<file path="config.mk">
export PLATFORM = sky130hd
export DESIGN_NAME = tga_rle_image_decoder
export DESIGN_NICKNAME = d
export VERILOG_FILES = /design/src/sv/tga_rle_pkg.sv /design/src/sv/tga_rle_front.sv /design/src/sv/tga_rle_queue.sv /design/src/sv/tga_rle_back.sv /design/src/sv/tga_rle_image_decoder.sv
export SDC_FILE = /design/constraint.sdc
export NUM_CORES = 1
export LEC_CHECK = 0
export BUFFER_PORTS_ARGS = -buffer_cell sky130_fd_sc_hd__buf_2
export CAP_MARGIN = 20
export CORE_MARGIN = 3
export CORE_UTILIZATION = 30
export DETAILED_ROUTE_END_ITERATION = 12
export GPL_TIMING_DRIVEN = 0
export SETUP_SLACK_MARGIN = 0.15
export SYNTH_ARGS = -nofsm -noshare
export SYNTH_HDL_FRONTEND = slang
export SYNTH_SLANG_ARGS = --single-unit
</file>
<file path="constraint.sdc">
create_clock -name clk -period 5.6 [get_ports clk]
set_input_delay 0.56 -clock clk [delete_from_list [all_inputs] [get_ports clk]]
set_output_delay 0.56 -clock clk [all_outputs]
set_load 0.05 [all_outputs]
</file>
<file path="src/sv/tga_rle_pkg.sv">
package tga_rle_pkg;

	localparam logic [1:0] KIND_HEADER = 2'd0;
	localparam logic [1:0] KIND_PIXEL  = 2'd1;
	localparam logic [1:0] KIND_ERROR  = 2'd2;

	localparam int QUEUE_DEPTH = 2;

	typedef struct packed {
		logic [1:0]  kind;
		logic [15:0] width;
		logic [15:0] height;
		logic        has_alpha;
		logic [31:0] pixel_value;
		logic [7:0]  repeat_count;
		logic        image_done;
	} result_t;

endpackage

</file>
<file path="src/sv/tga_rle_front.sv">
module tga_rle_front (
	input  logic                clk,
	input  logic                arst_n,
	input  logic                take,
	input  logic [7:0]          data_byte,
	input  logic                file_start,
	output logic                push,
	output tga_rle_pkg::result_t push_data
);

	localparam logic [2:0] PH_HEADER = 3'd0;
	localparam logic [2:0] PH_IDSKIP = 3'd1;
	localparam logic [2:0] PH_PACKET = 3'd2;
	localparam logic [2:0] PH_PIXEL  = 3'd3;
	localparam logic [2:0] PH_IDLE   = 3'd4;

	localparam logic [7:0] TYPE_RAW   = 8'd2;
	localparam logic [7:0] TYPE_RLE   = 8'd10;
	localparam logic [7:0] DEPTH_BGR  = 8'd24;
	localparam logic [7:0] DEPTH_BGRA = 8'd32;

	logic [2:0]  phase_q, phase_d, cur_phase;
	logic [4:0]  hidx_q, hidx_d, cur_hidx;
	logic [7:0]  id_skip_q, id_skip_d;
	logic        compressed_q, compressed_d;
	logic        four_q, four_d;
	logic [15:0] width_q, width_d;
	logic [15:0] height_q, height_d;
	logic [31:0] pixels_left_q, pixels_left_d;
	logic [7:0]  packet_left_q, packet_left_d;
	logic        run_q, run_d;
	logic [31:0] accum_q, accum_d;
	logic [1:0]  bip_q, bip_d;

	logic        start;
	logic        empty_image;
	logic [31:0] area;
	logic [31:0] acc_new;
	logic        pixel_complete;
	logic [7:0]  count;
	logic [7:0]  packet_left_next;
	logic        last_pixel;

	assign area = {16'd0, width_q} * {16'd0, height_q};
	assign empty_image = (width_q == 16'd0) || (height_q == 16'd0);
	assign acc_new = accum_q | ({24'd0, data_byte} << {bip_q, 3'b000});
	assign pixel_complete = (bip_q == 2'd3) || (!four_q && bip_q == 2'd2);

	always_comb begin
		cur_phase = file_start ? PH_HEADER : phase_q;
		cur_hidx = file_start ? 5'd0 : hidx_q;

		phase_d = cur_phase;
		hidx_d = cur_hidx;
		id_skip_d = id_skip_q;
		compressed_d = compressed_q;
		four_d = four_q;
		width_d = width_q;
		height_d = height_q;
		pixels_left_d = pixels_left_q;
		packet_left_d = packet_left_q;
		run_d = run_q;
		accum_d = accum_q;
		bip_d = bip_q;

		start = 1'b0;
		push = 1'b0;
		count = 8'd1;
		packet_left_next = packet_left_q;
		last_pixel = 1'b0;

		push_data.kind = tga_rle_pkg::KIND_PIXEL;
		push_data.width = width_q;
		push_data.height = height_q;
		push_data.has_alpha = four_q;
		push_data.pixel_value = 32'd0;
		push_data.repeat_count = 8'd0;
		push_data.image_done = 1'b0;

		if (take) begin
			unique case (cur_phase)
				PH_HEADER: begin
					hidx_d = cur_hidx + 5'd1;
					case (cur_hidx)
						5'd0: id_skip_d = data_byte;
						5'd2: begin
							if (data_byte != TYPE_RAW && data_byte != TYPE_RLE) begin
								phase_d = PH_IDLE;
								push = 1'b1;
								push_data.kind = tga_rle_pkg::KIND_ERROR;
							end else begin
								compressed_d = (data_byte == TYPE_RLE);
							end
						end
						5'd12: width_d = {width_q[15:8], data_byte};
						5'd13: width_d = {data_byte, width_q[7:0]};
						5'd14: height_d = {height_q[15:8], data_byte};
						5'd15: height_d = {data_byte, height_q[7:0]};
						5'd16: begin
							if (data_byte != DEPTH_BGR && data_byte != DEPTH_BGRA) begin
								phase_d = PH_IDLE;
								push = 1'b1;
								push_data.kind = tga_rle_pkg::KIND_ERROR;
							end else begin
								four_d = (data_byte == DEPTH_BGRA);
							end
						end
						5'd17: begin
							if (id_skip_q != 8'd0)
								phase_d = PH_IDSKIP;
							else
								start = 1'b1;
						end
						default: ;
					endcase
				end
				PH_IDSKIP: begin
					id_skip_d = id_skip_q - 8'd1;
					if (id_skip_q == 8'd1)
						start = 1'b1;
				end
				PH_PACKET: begin
					// low seven bits hold count minus one for both packet types
					run_d = data_byte[7];
					packet_left_d = {1'b0, data_byte[6:0]} + 8'd1;
					accum_d = 32'd0;
					bip_d = 2'd0;
					phase_d = PH_PIXEL;
				end
				PH_PIXEL: begin
					if (pixel_complete) begin
						if (run_q) begin
							// clip the run to what is left of the image
							if (pixels_left_q < {24'd0, packet_left_q})
								count = pixels_left_q[7:0];
							else
								count = packet_left_q;
							packet_left_next = 8'd0;
							run_d = 1'b0;
						end else begin
							count = 8'd1;
							if (packet_left_q != 8'd0)
								packet_left_next = packet_left_q - 8'd1;
						end
						last_pixel = (pixels_left_q == {24'd0, count});
						packet_left_d = packet_left_next;
						pixels_left_d = pixels_left_q - {24'd0, count};
						accum_d = 32'd0;
						bip_d = 2'd0;
						if (last_pixel)
							phase_d = PH_IDLE;
						else if (compressed_q && packet_left_next == 8'd0)
							phase_d = PH_PACKET;
						else
							phase_d = PH_PIXEL;
						push = 1'b1;
						push_data.pixel_value = acc_new;
						push_data.repeat_count = count;
						push_data.image_done = last_pixel;
					end else begin
						accum_d = acc_new;
						bip_d = bip_q + 2'd1;
					end
				end
				PH_IDLE: ;
				default: ;
			endcase

			if (start) begin
				pixels_left_d = area;
				accum_d = 32'd0;
				bip_d = 2'd0;
				packet_left_d = 8'd0;
				run_d = 1'b0;
				if (empty_image)
					phase_d = PH_IDLE;
				else if (compressed_q)
					phase_d = PH_PACKET;
				else
					phase_d = PH_PIXEL;
				push = 1'b1;
				push_data.kind = tga_rle_pkg::KIND_HEADER;
				push_data.image_done = empty_image;
			end
		end
	end

	always_ff @(posedge clk or negedge arst_n) begin
		if (!arst_n) begin
			phase_q <= PH_HEADER;
			hidx_q <= 5'd0;
			id_skip_q <= 8'd0;
			compressed_q <= 1'b0;
			four_q <= 1'b0;
			width_q <= 16'd0;
			height_q <= 16'd0;
			pixels_left_q <= 32'd0;
			packet_left_q <= 8'd0;
			run_q <= 1'b0;
			accum_q <= 32'd0;
			bip_q <= 2'd0;
		end else if (take) begin
			phase_q <= phase_d;
			hidx_q <= hidx_d;
			id_skip_q <= id_skip_d;
			compressed_q <= compressed_d;
			four_q <= four_d;
			width_q <= width_d;
			height_q <= height_d;
			pixels_left_q <= pixels_left_d;
			packet_left_q <= packet_left_d;
			run_q <= run_d;
			accum_q <= accum_d;
			bip_q <= bip_d;
		end
	end

endmodule

</file>
<file path="src/sv/tga_rle_queue.sv">
module tga_rle_queue #(
	parameter int Depth = tga_rle_pkg::QUEUE_DEPTH
) (
	input  logic                 clk,
	input  logic                 arst_n,
	input  logic                 push,
	input  tga_rle_pkg::result_t push_data,
	output logic                 full,
	input  logic                 pop,
	output logic                 head_valid,
	output tga_rle_pkg::result_t head
);

	localparam int PtrW = (Depth > 1) ? $clog2(Depth) : 1;
	localparam int CntW = $clog2(Depth + 1);
	localparam logic [PtrW-1:0] LastPtr = PtrW'(Depth - 1);
	localparam logic [CntW-1:0] FullCnt = CntW'(Depth);

	tga_rle_pkg::result_t entries_q [Depth];
	logic [PtrW-1:0] wr_ptr_q, rd_ptr_q;
	logic [CntW-1:0] count_q;

	assign full = (count_q == FullCnt);
	assign head_valid = (count_q != '0);
	assign head = entries_q[rd_ptr_q];

	always_ff @(posedge clk) begin
		if (push)
			entries_q[wr_ptr_q] <= push_data;
	end

	always_ff @(posedge clk or negedge arst_n) begin
		if (!arst_n) begin
			wr_ptr_q <= '0;
			rd_ptr_q <= '0;
			count_q <= '0;
		end else begin
			if (push)
				wr_ptr_q <= (wr_ptr_q == LastPtr) ? '0 : wr_ptr_q + 1'b1;
			if (pop)
				rd_ptr_q <= (rd_ptr_q == LastPtr) ? '0 : rd_ptr_q + 1'b1;
			if (push && !pop)
				count_q <= count_q + 1'b1;
			else if (pop && !push)
				count_q <= count_q - 1'b1;
		end
	end

endmodule

</file>
<file path="src/sv/tga_rle_back.sv">
module tga_rle_back (
	input  logic                 clk,
	input  logic                 arst_n,
	input  logic                 head_valid,
	input  tga_rle_pkg::result_t head,
	output logic                 pop,
	output logic                 result_valid,
	input  logic                 result_stall,
	output tga_rle_pkg::result_t result
);

	logic                 valid_q;
	logic                 load;
	tga_rle_pkg::result_t shaped;
	tga_rle_pkg::result_t result_q;

	assign load = !valid_q || !result_stall;
	assign pop = load && head_valid;

	// error beats carry nothing but their kind
	always_comb begin
		shaped = head;
		if (head.kind == tga_rle_pkg::KIND_ERROR) begin
			shaped.width = 16'd0;
			shaped.height = 16'd0;
			shaped.has_alpha = 1'b0;
			shaped.pixel_value = 32'd0;
			shaped.repeat_count = 8'd0;
			shaped.image_done = 1'b0;
		end
	end

	always_ff @(posedge clk or negedge arst_n) begin
		if (!arst_n)
			valid_q <= 1'b0;
		else if (load)
			valid_q <= head_valid;
	end

	always_ff @(posedge clk) begin
		if (pop)
			result_q <= shaped;
	end

	assign result_valid = valid_q;
	assign result = result_q;

endmodule

</file>
<file path="src/sv/tga_rle_image_decoder.sv">
// channel  direction  handshake                   payload
// byte     in         byte_valid / byte_stall     data_byte, file_start
// result   out        result_valid / result_stall kind, width, height, has_alpha,
//                                                 pixel_value, repeat_count, image_done
//
// one file byte per cycle while byte_stall is low; the parser finishes each byte in the cycle it is taken
// a result beat reaches the outputs via a small queue and the output register;
// pixels_left comes from one 16x16 multiply
// byte_stall rises only while the queue is full, i.e. after the result side has stalled
// arst_n clears parser state, queue pointers and the output valid
module tga_rle_image_decoder #(
	parameter int QueueDepth = tga_rle_pkg::QUEUE_DEPTH
) (
	input  logic        clk,
	input  logic        arst_n,
	input  logic        byte_valid,
	output logic        byte_stall,
	input  logic [7:0]  data_byte,
	input  logic        file_start,
	output logic        result_valid,
	input  logic        result_stall,
	output logic [1:0]  kind,
	output logic [15:0] width,
	output logic [15:0] height,
	output logic        has_alpha,
	output logic [31:0] pixel_value,
	output logic [7:0]  repeat_count,
	output logic        image_done
);

	logic                 take;
	logic                 push;
	tga_rle_pkg::result_t push_data;
	logic                 full;
	logic                 pop;
	logic                 head_valid;
	tga_rle_pkg::result_t head;
	tga_rle_pkg::result_t result;

	assign byte_stall = full;
	assign take = byte_valid && !full;

	tga_rle_front u_front (
		.clk       (clk),
		.arst_n    (arst_n),
		.take      (take),
		.data_byte (data_byte),
		.file_start(file_start),
		.push      (push),
		.push_data (push_data)
	);

	tga_rle_queue #(
		.Depth(QueueDepth)
	) u_queue (
		.clk       (clk),
		.arst_n    (arst_n),
		.push      (push),
		.push_data (push_data),
		.full      (full),
		.pop       (pop),
		.head_valid(head_valid),
		.head      (head)
	);

	tga_rle_back u_back (
		.clk         (clk),
		.arst_n      (arst_n),
		.head_valid  (head_valid),
		.head        (head),
		.pop         (pop),
		.result_valid(result_valid),
		.result_stall(result_stall),
		.result      (result)
	);

	assign kind = result.kind;
	assign width = result.width;
	assign height = result.height;
	assign has_alpha = result.has_alpha;
	assign pixel_value = result.pixel_value;
	assign repeat_count = result.repeat_count;
	assign image_done = result.image_done;

endmodule
</file>
==> results of run 1 <==
==> report_power, final <==
group          internal [mW]  total (mW)  switching, mW
sequential              3.26        3.40          0.135
combinational          0.533        2.19           1.66
clock                   1.33        2.36           1.03
==> path summary, 6_finish.rpt <==
| kind | startpoint | to | slack, ns | cells after the start |
|---|---|---|---|---|
| setup / recovery | u_front.height_q[4] | u_front.pixels_left_q[31] | -0.49 | 23 |
| hold / removal | result_stall | u_back.result_valid | 0.21 | 3 |
| setup reg to reg | u_front.height_q[4] | u_front.pixels_left_q[31] | -0.49 | 23 |
| hold reg to reg | u_front.hidx_q[0] | u_front.hidx_q[0] | 0.48 | 2 |
| max in group asynchronous | arst_n | u_front.width_q[11] | 4.18 | 3 |
| min in group asynchronous | arst_n | u_front.accum_q[11] | 0.59 | 2 |
==> cells in the final DEF, fill, tap and decap left out, types with 10 or more instances in the layout <==
| cell | n |
|---|---|
| nor3_1 | 30 |
| buf_4 | 87 |
| nand2_1 | 218 |
| clkbuf_1 | 52 |
| xor2_1 | 15 |
| buf_2 | 96 |
| buf_6 | 14 |
| inv_1 | 235 |
| xnor2_1 | 21 |
| clkbuf_8 | 22 |
| dfrtp_1 | 108 |
| mux2i_1 | 84 |
| and2_1 | 112 |
| clkbuf_16 | 40 |
| nor2_1 | 222 |
| a21o_1 | 15 |
| o21ai_0 | 55 |
| o211ai_1 | 12 |
| nor4_1 | 17 |
| nor2b_1 | 12 |
| mux2_2 | 36 |
| buf_8 | 10 |
| and2_4 | 10 |
| a31oi_1 | 16 |
| nand3_1 | 25 |
| ha_1 | 122 |
| o21ai_1 | 11 |
| o22ai_1 | 10 |
| fa_2 | 16 |
| ha_4 | 11 |
| nand2b_1 | 19 |
| edfxtp_1 | 228 |
| dfrtp_2 | 20 |
| fa_1 | 179 |
| buf_1 | 15 |
| nand4_1 | 10 |
| a21oi_1 | 114 |
| inv_2 | 23 |
==> final cells by class <==
class	instances	area (um2)
buffer	114	851
clock buffer	51	1020
fill	7862	50500
timing repair buffer	189	1390
antenna	1	2.50
tap	1050	1310
inverter	259	975
clock inverter	15	133
sequential	358	10100
multi-input combinational	1558	13300
==> stage by stage <==
step           instance area [um2]  setup TNS, ns  setup WS [ns]  power [mW]
6_report                     29100          -5.39         -0.492        7.96
5_1_grt                      29100          -8.44         -0.632        8.29
4_1_cts                      28800          -5.49         -0.509        8.05
3_5_place_dp                 26400         -17.26          -1.43        5.67
3_3_place_gp                 26300        -210.18          -1.55        5.64
2_1_floorplan                24500         -0.318         -0.188        5.07
==> critical path: stages, from the launching register on <==
cell and delay (ns):
dfrtp_2 0.46, buf_8 0.16, and2_4 0.14, fa_1 0.55, inv_2 0.04, fa_1 0.49
fa_1 0.55, inv_2 0.05, fa_1 0.49, fa_1 0.55, inv_2 0.05, fa_1 0.49
inv_1 0.04, ha_1 0.28, clkbuf_8 0.14, o21a_1 0.12, o21bai_4 0.18, nor3_4 0.07
a21oi_2 0.23, nand2_2 0.10, o41ai_4 0.28, buf_4 0.18, mux2i_1 0.20, o211ai_1 0.11
==> registers in the layout, indices dropped and copies added, names as in the netlist <==
register,flops
u_queue.count_q,2
u_front.compressed_q,1
u_front.id_skip_q,8
u_front.pixels_left_q,32
u_front.hidx_q,5
u_front.four_q,1
u_front.phase_q,3
u_front.packet_left_q,8
u_queue.entries_q,152
u_front.bip_q,2
u_front.width_q,16
u_back.result_valid,1
u_queue.wr_ptr_q,1
u_front.accum_q,32
u_queue.rd_ptr_q,1
u_front.height_q,16
u_front.run_q,1
u_back.result,76
==> per-layer routing <==
layer / up-vias / global-route usage, % / routed length, um
met4: 0 / 5.05 / 1940
li1: 8152 / - / -
met5: - / 0 / 0
met1: 8826 / 21.1 / 28800
met2: 574 / 26.0 / 31800
met3: 104 / 2.87 / 4800
==> cells by family after synthesis <==
kind of cell,after synthesis,synth area share (%)
AO/OA/AOI/OAI,325,8.39
XOR/XNOR,40,1.44
adder cells (fa/ha/maj),329,22.9
buffers and inverters,373,5.85
flip-flops,358,41.5
multiplexers,121,5.16
AND/OR/NAND/NOR,743,14.7
==> timing repair <==
action,in CTS,in global routing
resized for setup,173,60
buffers inserted,81,16
endpoints found under the hold margin,17,0
hold buffers,1,0
endpoints found under the setup margin,22,20
pin swaps,81,54
==> run_results.csv, run 1 <==
group,metric,value,unit
outcome,status,"complete, but fails checks",
outcome,failed_checks,"negative setup slack",
finish,fin_util,36.6,%
place,place_hpwl,47600,um
die,die_w,291,um
timing,rsz0062_at_grt,"yes",
finish,fin_nets,2858,
timing,finClkSkew,0.0307,ns
logic_synthesis,yosysMostFrequentCell,"inv_1",
clock_network,cts.htree.levels,2,
timing,maxSlewHeadroom,40.3,%
place,port_buffers,85,
logic_synthesis,netlist_instances,2289,
logic_synthesis,synth-seq-cells,358,
die,rows,103,
die,start_util,30.5,%
timing,maxSlewViolCount,0,
route,ant_nets,0,
route,avgRoutedWirePerCell,18.7,um
logic_synthesis,synth.cell_area,24300,um2
power,p_per_area,273,nW/um2
setup_path,arrival,6.51,ns
power,irDropWorstVdd,0.256,mV
timing,setup_ws,-0.492,ns
die,num_io_pins,91,
logic_synthesis,synth_commonest_cells,"inv_1, edfxtp_1, nor2_1",
logic_synthesis,synthArstFlopShare,36.3,%
route,drt-vias-per-instance,4.91,
route,drcViolationCount,0,
clock_network,path_clk_slew,0.06,ns
logic_synthesis,synth_area_leaders,"edfxtp_1, fa_1, dfrtp_1",
power,power.leakage,12.9,nW
route,num_vias,17700,
global_route,grt-ovfl-total,0,
global_route,grt_first_pass_wirelength,105000,um
logic_synthesis,synth-seq-area-share,41.5,%
timing,tightest_slew,0.895,ns
place,gp_congestion,0.900,
global_route,grt_use_total,15.8,%
logic_synthesis,synth_area_per_cell,10.6,um2
timing,period_minus_slack,6.09,ns
finish,syn_to_final_growth,19.8,%
clock_network,cts_tree,"done",
route,drt-pass1-iter-count,5,
job,cap_violations,0,
min_path,hold_class,"primary input to register",
clock_network,cts-root-buf,"clkbuf_16",
route,drt_iter0_drc,1680,
finish,drive_above_1_share,19.3,%
clock_network,clock_path_buffers,3,
logic_synthesis,yosys_warnings,0,
logic_synthesis,synth_edf_count,228,
route,drt_wl_total,67300,um
setup_path,crit_path_end_kind,"register",
finish,layoutNonFillerInstCount,3595,
logic_synthesis,yosysTopAreaCellShare,28.1,%
timing,fmax,164,MHz
clock_network,numCtsBuffers,36,
logic_synthesis,yosysTopAreaCell,"edfxtp_1",
timing,final.period_utilization,109,%
clock_network,clock_latency,0.56,ns
logic_synthesis,synth_cell_types,86,
die,core,79600,um2
global_route,grt_pass1_vias,17500,
global_route,grt_max_degree,72,
setup_path,cp-start-kind,"register",
die,die-area,84500,um2
global_route,antenna_found_initial,5,
setup_path,cp_max_fo,10,
timing,hold_viol_final,0,
place,place_inst,3430,
logic_synthesis,synth_flop_cell,"edfxtp_1",
clock_network,clock-sinks,358,
setup_path,required,6.02,ns
timing,setup_viol,17,
die,die_y,291,um
logic_synthesis,syn-num-nets,2631,
setup_path,critPathKind,"register to register",
timing,whs,0.208,ns
Note: power is estimated with default switching activity, not from simulation.
==> run 2: changes to the inputs <==
- CELL_PAD_IN_SITES_DETAIL_PLACEMENT: unset -> 1
- CELL_PAD_IN_SITES_GLOBAL_PLACEMENT: unset -> 2
- PLACE_DENSITY_LB_ADDON: unset -> 0.1
- SETUP_SLACK_MARGIN: 0.15 -> 0.02
==> run_results.csv, run 2 (same netlist as run 1, synthesis figures left out) <==
group,metric,value,unit
outcome,status,"complete, but fails checks",
outcome,failed_checks,"negative setup slack",
global_route,antenna_found_initial,5,
timing,finClkSkew,0.0210,ns
route,drt_wl_total,82100,um
finish,drive_above_1_share,19.8,%
finish,layoutNonFillerInstCount,3595,
finish,regMostFlops,"u_queue.entries_q",
clock_network,cts_tree,"done",
global_route,grt_max_degree,72,
setup_path,rr_worst_depth,24,
finish,mostFrequentLayoutCells,"inv_1, edfxtp_1, nor2_1",
power,power.leakage,13.0,nW
die,die-area,84500,um2
timing,setup_viol,18,
die,rows,103,
timing,maxSlewViolCount,0,
finish,syn_to_final_growth,21.3,%
route,drt-pass1-iter-count,5,
place,gp_congestion,0.809,
global_route,grt_pass1_vias,19100,
global_route,grt-ovfl-total,0,
global_route,grt_use_total,19.5,%
min_path,hold_class,"primary input to async pin",
setup_path,r2r-end,"u_front.pixels_left_q[29]",
timing,fmax,164,MHz
finish,largest_reg_flops,152,
die,core,79600,um2
clock_network,clock-sinks,358,
clock_network,path_clk_slew,0.06,ns
die,die_y,291,um
finish,final_area,29500,um2
die,die_w,291,um
timing,tightest_slew,1.10,ns
job,cap_violations,0,
die,start_util,30.5,%
setup_path,critPathKind,"register to register",
finish,n_antenna_cell,0,
clock_network,numCtsBuffers,42,
power,irDropWorstVdd,0.190,mV
route,drt_iter0_drc,887,
timing,final.period_utilization,109,%
clock_network,cts-root-buf,"clkbuf_16",
finish,final_common_cell,"inv_1",
setup_path,cp_max_fo,6,
finish,fin_nets,2853,
route,avgRoutedWirePerCell,22.8,um
timing,rsz0062_at_grt,"yes",
timing,setup_ws,-0.512,ns
power,p_per_area,286,nW/um2
route,num_vias,17800,
place,place_hpwl,59400,um
place,port_buffers,85,
route,drt-vias-per-instance,4.94,
route,ant_nets,0,
setup_path,r2r-start,"u_front.height_q[5]",
place,placed_area,26400,um2
die,num_io_pins,91,
timing,hold_viol_final,0,
global_route,grt_first_pass_wirelength,125000,um
clock_network,clock_latency,0.57,ns
timing,maxSlewHeadroom,26.5,%
clock_network,clock_path_buffers,3,
timing,period_minus_slack,6.11,ns
setup_path,crit_path_end_kind,"register",
setup_path,arrival,6.55,ns
place,place_inst,3430,
setup_path,required,6.04,ns
clock_network,cts.htree.levels,2,
setup_path,cp-start-kind,"register",
route,drcViolationCount,0,
setup_path,r2r_setup_slack,-0.51,ns
## run 2: cell count changes in the layout (fill, tap and decap cells not counted), moves of 5 or more
cell       before  now
dfrtp_2        20    9
and2_1        112  107
buf_4          87   75
dfrtp_4         2   13
clkbuf_16      40   51
and2_4         10   15
buf_8          10    5
## run 2: layout make-up
type / count / area, um2
clock inverter: 19 / 213
tap: 1050 / 1310
inverter: 259 / 975
fill: 8768 / 50100
sequential: 358 / 10200
buffer: 112 / 862
clock buffer: 59 / 1200
timing repair buffer: 180 / 1350
multi-input combinational: 1558 / 13400
## run 2: per-stage QoR
stage	setup slack, ns	TNS [ns]	power (mW)	hold slack (ns)	util (%)
after floorplan	-0.188	-0.280	5.07	0.264	-
after global placement	-2.11	-300.60	5.70	0.460	33.0
after detailed placement	-1.73	-25.84	5.73	0.468	33.2
after CTS	-0.529	-6.39	8.58	0.0494	36.6
after global routing	-0.741	-9.78	8.83	0.0647	37.1
final	-0.512	-6.09	8.43	0.0210	37.1
## run 2: timing repair
item | 4_1_cts | 5_1_grt
endpoints found under the setup margin | 23 | 20
setup buffers | 64 | 26
hold buffers | 0 | 0
pin swaps | 77 | 43
gates resized for setup | 222 | 59
## run 2: routing by layer
metal / part of all wire (%) / GRT usage (%)
met1: 45 / 26.7
met2: 50 / 33.7
met3: 3.5 / 2.14
met4: 1.5 / 3.46
met5: 0 / 0
## run 2: how the worst max path moves through the flow
stage,slack [ns],endpoint,cells after the start,from
after floorplan,-0.19,u_front.pixels_left_q[29],24,u_front.height_q[7]
after global placement,-2.11,u_queue.entries_q[0][46],10,file_start
after detailed placement,-1.73,u_front.pixels_left_q[29],19,u_front.width_q[14]
after CTS,-0.53,u_front.pixels_left_q[29],24,u_front.height_q[5]
after global routing,-0.74,u_front.pixels_left_q[30],22,u_front.height_q[4]
final,-0.51,u_front.pixels_left_q[29],24,u_front.height_q[5]
## run 2: worst max-delay path, cell delays in order, from the launching register on
cell	delay (ns)
dfrtp_4	0.55
clkbuf_16	0.19
buf_6	0.12
and2_4	0.13
fa_1	0.49
inv_1	0.05
fa_1	0.52
fa_1	0.42
inv_2	0.07
fa_2	0.44
fa_1	0.49
inv_1	0.05
fa_1	0.54
inv_2	0.06
ha_4	0.27
and4_4	0.21
nand2_2	0.08
nor3_4	0.24
nand3_2	0.14
nand2_2	0.11
o41ai_4	0.07
buf_4	0.17
buf_6	0.12
o21ai_2	0.09
or3b_1	0.34
## run 2: power breakdown
part	total, mW	internal (mW)	leakage, nW	switching (mW)
Sequential	3.40	3.27	3.98	0.138
Combinational	2.23	0.534	8.30	1.70
Clock	2.80	1.68	0.688	1.12
==> run 3: changes to the inputs <==
- CORE_UTILIZATION: 30 -> 38
==> run_results.csv, run 3 (same netlist as run 1, synthesis figures left out) <==
group,metric,value,unit
job,cap_violations,0,
finish,seq_area,10100,um2
clock_network,clock_path_buffers,3,
finish,drive_above_1_share,20.3,%
timing,setup_ws,-0.552,ns
die,die_y,259,um
die,num_io_pins,91,
clock_network,clock-sinks,358,
power,power_frac_comb,26.9,%
timing,fmax,163,MHz
setup_path,crit_path_start,"u_front.height_q[15]",
finish,fin_util,46.5,%
route,avgRoutedWirePerCell,23.1,um
timing,rsz0062_at_grt,"yes",
finish,final_common_cell,"inv_1",
setup_path,cp-start-kind,"register",
power,power.internal,5.32,mW
setup_path,crit_chain,"clkbuf_2, nand2_1, fa_1, fa_1, inv_1, fa_1, fa_1, fa_1, inv_1, fa_2, inv_2, ha_4, a21o_1, a21oi_1, o21ai_0, a21o_1, o21ai_2, a21oi_2, or3_1, a31oi_1",
clock_network,cts_hold_buffers,0,
min_path,hold_class,"primary input to async pin",
finish,fillers,6845,
timing,period_minus_slack,6.15,ns
place,dpl_worst_slack,-1.66,ns
finish,mostFrequentLayoutCells,"inv_1, edfxtp_1, nor2_1",
setup_path,arrival,6.64,ns
finish,fin_nets,2872,
route,drcViolationCount,0,
route,ant_nets,0,
die,core,63200,um2
place,gp_congestion,0.854,
outcome,status,"complete, but fails checks",
finish,regMostFlops,"u_queue.entries_q",
clock_network,numCtsBuffers,40,
die,rows,92,
setup_path,critPathBufInv,4,
setup_path,cp_max_fo,11,
place,placed_area,26200,um2
place,port_buffers,85,
setup_path,cp.depth,20,
clock_network,cts.htree.levels,2,
timing,tightest_slew,0.975,ns
route,drt-pass1-iter-count,5,
power,power_switching,2.91,mW
timing,setup_viol,17,
place,place_hpwl,56600,um
timing,whs,-0.0142,ns
setup_path,timing.critical_path.mode_cell,"fa_1",
power,p_per_area,280,nW/um2
clock_network,cts-root-buf,"clkbuf_16",
setup_path,required,6.08,ns
global_route,grt_use_total,23.7,%
die,die_w,259,um
timing,tns,-6.17,ns
clock_network,cts_tree,"done",
setup_path,crit_path_end_kind,"register",
setup_path,critPathTopFamily,"adder cells",
power,p_seq_share,41.3,%
finish,syn_to_final_growth,20.8,%
power,power.leakage,13.1,nW
global_route,grt-ovfl-total,0,
power,irDropWorstVdd,0.256,mV
timing,finClkSkew,0.0382,ns
setup_path,critPathMaxStageDelay,0.59,ns
route,drt_wl_total,78800,um
die,die-area,67100,um2
setup_path,rr_worst_depth,20,
clock_network,path_clk_slew,0.06,ns
power,power.share.switching,35.3,%
timing,maxSlewViolCount,0,
route,drt-vias-per-instance,5.23,
setup_path,slowest_stage,"fa_2",
route,num_vias,17800,
outcome,failed_checks,"negative hold slack, negative setup slack",
finish,multi_input_comb_area,13500,um2
power,pwr-share-clk,31.8,%
die,start_util,38.5,%
setup_path,critPathKind,"register to register",
global_route,grt_max_degree,74,
finish,final_area,29400,um2
power,finalPower,8.23,mW
finish,largest_reg_flops,152,
route,drt_iter0_drc,969,
global_route,grt_first_pass_wirelength,120000,um
timing,maxSlewHeadroom,35.0,%
global_route,antenna_found_initial,1,
clock_network,clock_latency,0.57,ns
timing,hold_viol_final,7,
setup_path,r2r-start,"u_front.height_q[15]",
global_route,grt_pass1_vias,19700,
timing,final.period_utilization,110,%
run 3: metrics by stage:
stage	hold WS, ns	cells
final	-0.0142	3409
after floorplan	0.264	2289
after CTS	0.0122	3375
after global placement	0.459	3220
after global routing	0.0254	3407
after detailed placement	0.459	3226
run 3: worst reg2reg max path, stage by stage, from the launching register on:
cell      delay (ns)
dfrtp_2         0.55
clkbuf_2        0.33
nand2_1         0.11
fa_1            0.49
fa_1            0.53
inv_1           0.07
fa_1            0.54
fa_1            0.43
fa_1            0.49
inv_1           0.05
fa_2            0.59
inv_2           0.06
ha_4            0.25
a21o_1          0.23
a21oi_1         0.20
o21ai_0         0.15
a21o_1          0.26
o21ai_2         0.19
a21oi_2         0.09
or3_1           0.32
a31oi_1         0.17
run 3: worst paths after layout:
kind | end | slack, ns
max | u_front.pixels_left_q[30] | -0.55
min | u_front.pixels_left_q[27] | -0.01
max reg2reg | u_front.pixels_left_q[30] | -0.55
min reg2reg | u_queue.entries_q[1][71] | 0.49
max in group asynchronous | u_front.height_q[13] | 4.75
min in group clk | u_back.result_valid | 0.21
run 3: cell type report:
type	count	share of cell area, %
Tap cell	846	3.60
Clock inverter	22	0.787
Buffer	112	3.00
Inverter	259	3.32
Clock buffer	51	3.58
Sequential cell	358	34.5
Antenna cell	2	0.0170
Timing Repair Buffer	201	5.28
Multi-Input combinational cell	1558	45.9
run 3: repair_timing:
item                                    4_1_cts  5_1_grt
resized for setup                           194       83
pin swaps                                    46       91
buffers inserted                             76       36
endpoints found under the hold margin         0        0
endpoints found under the setup margin       23       20
cloned                                        1        0
run 3: power groups by stage:
stage / Clock [mW] / Sequential [mW] / Combinational [mW]
after global placement: 0 / 3.47 / 2.17
after global routing: 2.77 / 3.44 / 2.36
final: 2.62 / 3.40 / 2.21
after detailed placement: 0 / 3.46 / 2.23
after CTS: 2.67 / 3.41 / 2.25
after floorplan: 0 / 4.32 / 0.747
run 3: per-layer routing:
metal	wire, um	part of all wire (%)	global-route usage [%]	vias to the layer above
met5	0	0	0	-
met4	2410	3.1	7.09	0
met3	3670	4.7	4.86	114
met2	39100	50	41.3	336
met1	33600	43	29.6	9213
li1	-	-	-	8180
